<file path="config.mk">
export PLATFORM = sky130hd
export DESIGN_NAME = wbts_wrap
export DESIGN_NICKNAME = d
export VERILOG_FILES = /design/src/design/wbts_pkg.sv /design/src/design/wbts_wrap.sv
export SDC_FILE = /design/constraint.sdc
export NUM_CORES = 1
export LEC_CHECK = 0
export ABC_CLOCK_PERIOD_IN_PS = 33000
export BUFFER_PORTS_ARGS = -buffer_cell sky130_fd_sc_hd__buf_2
export CAP_MARGIN = 20
export CORE_MARGIN = 1
export CORE_UTILIZATION = 25
export CTS_BUF_LIST = sky130_fd_sc_hd__clkbuf_8
export CTS_CLUSTER_DIAMETER = 80
export DETAILED_ROUTE_END_ITERATION = 8
export MAX_ROUTING_LAYER = met4
export PLACE_DENSITY = 0.36
export SLEW_MARGIN = 20
export SYNTH_ARGS = -nofsm -noshare
export SYNTH_HDL_FRONTEND = slang
export SYNTH_SLANG_ARGS = --single-unit
</file>
<file path="constraint.sdc">
create_clock -name i_clk -period 33 [get_ports i_clk]
set_input_delay 6.6 -clock i_clk [delete_from_list [all_inputs] [get_ports i_clk]]
set_output_delay 6.6 -clock i_clk [all_outputs]
set_load 0.02 [all_outputs]
</file>
<file path="src/design/wbts_pkg.sv">
// Shared constants for the wrapped bilinear texture sampler.
// No dependencies; used by the interfaces and all modules but the RAM.
package wbts_pkg;

    localparam int MAX_WIDTH  = 256;
    localparam int MAX_HEIGHT = 256;

    localparam int CFG_W     = 9;
    localparam int CFG_IDX_W = 2;
    localparam logic [CFG_IDX_W-1:0] CFG_TEX_WIDTH  = 2'd0;
    localparam logic [CFG_IDX_W-1:0] CFG_TEX_HEIGHT = 2'd1;
    localparam logic [CFG_W-1:0]     TEX_SIZE_RESET = 9'd256;

    localparam logic FUNC_WRITE  = 1'b0;
    localparam logic FUNC_SAMPLE = 1'b1;

    localparam int COORD_W = 32;
    localparam int TXC_W   = 16;
    localparam int CH_W    = 8;
    localparam int TEXEL_W = 3 * CH_W;
    localparam int FRAC_W  = 16;

    // scaled coordinate and its integer part
    localparam int SU_W = COORD_W + CFG_W + 1;
    localparam int N_W  = SU_W - FRAC_W;

    // modulo unit: digits per stage and pipeline depth
    localparam int WRAP_DIGITS     = 5;
    localparam int WRAP_DIG_STAGES = (N_W + WRAP_DIGITS - 1) / WRAP_DIGITS;
    localparam int WRAP_MAG_W      = WRAP_DIG_STAGES * WRAP_DIGITS;
    localparam int WRAP_LAT        = WRAP_DIG_STAGES + 2;

    localparam int TEX_DEPTH = MAX_WIDTH * MAX_HEIGHT;
    localparam int TEX_AW    = (TEX_DEPTH > 1) ? $clog2(TEX_DEPTH) : 1;

    localparam int WGT_W = FRAC_W + 1;
    localparam int ROW_W = FRAC_W + CH_W;
    localparam int COL_W = WGT_W + ROW_W;
    localparam int SUM_W = COL_W + 1;

endpackage

</file>
<file path="src/design/wbts_wrap.sv">
// Pipelined true modulo of a signed coordinate by the texture size.
// Depends on wbts_pkg; every register advances only on i_en.
module wbts_wrap (
    input  logic                              i_clk,
    input  logic                              i_en,
    input  logic signed [wbts_pkg::N_W-1:0]   i_n,
    input  logic        [wbts_pkg::CFG_W-1:0] i_size,
    output logic        [wbts_pkg::CFG_W-1:0] o_rem
);
    localparam int ST  = wbts_pkg::WRAP_DIG_STAGES;
    localparam int DG  = wbts_pkg::WRAP_DIGITS;
    localparam int MW  = wbts_pkg::WRAP_MAG_W;
    localparam int SW  = wbts_pkg::CFG_W;
    localparam int NW  = wbts_pkg::N_W;

    // restoring remainder over a few bits of the magnitude
    function automatic logic [SW:0] digit_step(input logic [SW:0]   rem,
                                               input logic [DG-1:0] bits,
                                               input logic [SW-1:0] size);
        logic [SW:0] r;
        r = rem;
        for (int b = DG - 1; b >= 0; b--) begin
            r = {r[SW-1:0], bits[b]};
            if (r >= {1'b0, size}) begin
                r = r - {1'b0, size};
            end
        end
        return r;
    endfunction

    logic          r_neg [0:ST];
    logic [MW-1:0] r_mag [0:ST-1];
    logic [SW:0]   r_rem [0:ST];
    logic [SW-1:0] r_out;
    logic [NW-1:0] w_abs;

    assign w_abs = i_n[NW-1] ? NW'(-i_n) : NW'(i_n);

    always_ff @(posedge i_clk) begin
        if (i_en) begin
            r_neg[0] <= i_n[NW-1];
            r_mag[0] <= MW'(w_abs);
            r_rem[0] <= '0;
        end
    end

    for (genvar s = 0; s < ST; s++) begin : g_digit
        logic [SW:0] n_rem;
        always_comb begin
            n_rem = digit_step(r_rem[s], r_mag[s][MW-1 -: DG], i_size);
        end
        always_ff @(posedge i_clk) begin
            if (i_en) begin
                r_rem[s+1] <= n_rem;
                r_neg[s+1] <= r_neg[s];
            end
        end
        if (s < ST - 1) begin : g_mag
            always_ff @(posedge i_clk) begin
                if (i_en) begin
                    r_mag[s+1] <= r_mag[s] << DG;
                end
            end
        end
    end

    // negative input with nonzero remainder folds back from the top
    always_ff @(posedge i_clk) begin
        if (i_en) begin
            if (r_neg[ST] && (r_rem[ST] != '0)) begin
                r_out <= SW'({1'b0, i_size} - r_rem[ST]);
            end else begin
                r_out <= SW'(r_rem[ST]);
            end
        end
    end

    assign o_rem = r_out;
endmodule

</file>
==> impl_metrics.json <==
{
  "status": "completed",
  "timing.fmax_mhz": 52.97,
  "hpwl_um": 45270,
  "routed_wl_um": 58840,
  "fin_skew_ns": 0.02626,
  "synth_top_area_share": 0.2576,
  "grt_pass1_vias": 16210,
  "hold_class": "reg -> reg",
  "syn_to_final_growth_pct": 10.08,
  "nNetsFinal": 2528,
  "clk_latency_ns": 0.56,
  "syn_avg_cell_area_sq_um": 9.423,
  "final_cell_mix": "ha_1 (269), edfxtp_1 (172), nor2_1 (159), mux2_2 (147), o21ai_0 (134)",
  "clockBufferDepth": 2,
  "path_clk_slew_ns": 0.13,
  "h-tree-depth": 4,
  "fillers": 8469,
  "reg2reg_slack_ns": 20.48,
  "rsz0062_at_grt": "false",
  "ioPinCount": 46,
  "synthTopCellsByArea": "edfxtp_1 (26%), ha_1 (17%), mux2_2 (8.3%), xnor2_1 (5.2%), o21ai_0 (3.3%)",
  "cpPeakStageDelay_ns": 0.72,
  "multi_input_area_sq_mm": 0.01427,
  "die_x_um": 285.2,
  "rr_worst_depth": 42,
  "num_vias": 16210,
  "gp_congestion": 0.8270,
  "hold_slack_ns": 0.4087,
  "antenna_found_initial": 2,
  "synth_ff_type": "edfxtp_1",
  "dieArea_sq_mm": 0.08134,
  "fin_crit_ns": 18.88,
  "finalCritPeriodShare": 0.5720,
  "ys_seq_area_frac": 0.2576,
  "ys_types": 92,
  "arrival_ns": 19.18,
  "r2r_end": "r_rem[5][8]$_DFFE_PP_",
  "numCtsBuffers": 17,
  "critPathLaunchType": "input port",
  "worst_slew_pin_slew_ns": 0.9885,
  "synth_fp_nets": 2461,
  "ant_nets": 0,
  "die_h_um": 285.2,
  "min_path_cells": 0,
  "yosysTopAreaCell": "edfxtp_1",
  "slew_viol_final": 0,
  "grt_max_degree": 106,
  "critPathKind": "in -> reg",
  "portBuffers": 45,
  "start_util": 0.2534,
  "core-area_sq_mm": 0.07913,
  "wl_per_cell_um": 18.04,
  "holdPathEnd": "r_mag[5][25]$_DFFE_PP_",
  "postCtsSetupRepairBufs": 0,
  "cp_slowest_cell": "nor3_2",
  "async_flop_share": 0,
  "tns_ns": 0,
  "crit_required_ns": 33.31,
  "r2r-start": "r_mag[4][29]$_DFFE_PP_",
  "synth_cells": 2128,
  "worstPathMaxFanout": 19,
  "drc": 0,
  "cts_tree": "built",
  "fin_area_sq_mm": 0.02207,
  "layout_commonest_cell": "ha_1",
  "setup_violations": 0,
  "crit_top_cell": "o21ai_0",
  "hold_path_startpoint": "r_mag[4][20]$_DFFE_PP_",
  "synth_edf_count": 172,
  "grt_usage": 0.1502,
  "ctsHoldBuffers": 0,
  "clock_sinks": 172,
  "grt_pass1_wl_um": 92380,
  "via_per_inst": 4.970,
  "finalHoldViolations": 0,
  "cp-end-kind": "flop",
  "synth_seq_cells": 172,
  "ctsResizeCount": 0,
  "firstDrtPassIters": 6,
  "placed_cell_area_sq_mm": 0.02166,
  "grt-ovfl-total": 0,
  "drt-initial-drc-count": 906,
  "syn_area_sq_mm": 0.02005,
  "max_cap_viol_count": 0,
  "cts_root_buf": "clkbuf_8",
  "rows": 103,
  "relSlewSlack": 0.3410,
  "drive_gt1_frac": 0.1386,
  "yosysWarnings": 0,
  "regArea_sq_mm": 0.005165
}
cells by family after synthesis:
kind of cell	Yosys count	share of synthesized area
adder cells (fa/ha/maj)	296	0.1948
XOR/XNOR	190	0.08299
buffers and inverters	154	0.03070
AO/OA/AOI/OAI	570	0.1900
AND/OR/NAND/NOR	562	0.1420
flip-flops	172	0.2576
multiplexers	184	0.1019
layout make-up:
type / count / share of cell area
well taps: 1050 / 0.05952
flip-flops and latches: 172 / 0.2340
multi-input cells: 1802 / 0.6466
repair buffers: 69 / 0.01876
diodes: 3 / 0.0003401
inverters: 133 / 0.02262
clock buffers: 17 / 0.01060
clock inverters: 15 / 0.007596
Yosys cell counts (all sizes together), types with 10 or more instances:
cell type	number
a211o	10
nand2b	34
nor2b	45
xnor2	120
a211oi	34
edfxtp	172
ha	269
a21oi	129
or4	11
clkbuf	10
buf	11
o21ai	136
o21bai	14
nand2	113
mux2	148
or3	13
fa	27
o31ai	22
a21o	64
nor3	47
inv	132
nor2	159
xor2	70
and3	12
o21a	30
mux2i	36
or2	21
o2111ai	10
o41ai	10
a21boi	23
nand4	44
nand3	27
a31oi	23
flip-flops by register name (all words and copies together), names as in the netlist:
name,cells
r_mag,101
r_rem,55
o_rem,9
r_neg,7
routing by layer:
| metal | vias up | track usage | wire length, um | share of wire |
|---|---|---|---|---|
| met3 | 40 | 0.01784 | 1734 | 0.029 |
| met4 | 0 | 0.03636 | 871 | 0.015 |
| met5 | - | - | 0 | 0 |
| li1 | 8160 | - | - | - |
| met2 | 281 | 0.2405 | 27150 | 0.46 |
| met1 | 7726 | 0.2005 | 29080 | 0.49 |
worst max-delay path by stage:
| stage | from | endpoint | slack, ns | cells past startpoint |
|---|---|---|---|---|
| 2_1_floorplan | i_size[1] | r_rem[5][1]$_DFFE_PP_ | 15.39 | 41 |
| 3_3_place_gp | i_size[1] | r_rem[2][2]$_DFFE_PP_ | 13.27 | 43 |
| 3_5_place_dp | i_size[1] | r_rem[2][3]$_DFFE_PP_ | 13.40 | 43 |
| 4_1_cts | i_size[1] | r_rem[2][3]$_DFFE_PP_ | 14.01 | 43 |
| 5_1_grt | i_size[1] | r_rem[2][2]$_DFFE_PP_ | 13.03 | 43 |
| 6_report | i_size[0] | r_rem[5][8]$_DFFE_PP_ | 14.12 | 44 |
worst max-delay path, delay by kind of cell:
family	cells	cell delay (ns)
AND/OR/NAND/NOR	10	3.13
adder cells (fa/ha/maj)	6	2.42
AO/OA/AOI/OAI	20	4.75
multiplexers	4	1.42
buffers and inverters	4	0.83
per-stage QoR:
step           worst slack (ns)  utilization  instances
5_1_grt                   13.03       0.2789       3261
3_5_place_dp              13.40       0.2738       3226
3_3_place_gp              13.27       0.2738       3226
6_report                  14.12       0.2789       3261
2_1_floorplan             15.39            -       2128
4_1_cts                   14.01       0.2788       3258
Power is left out: the tool's default activity adds up to more than one toggle a clock period on the data nets, which glitch-free logic cannot reach.
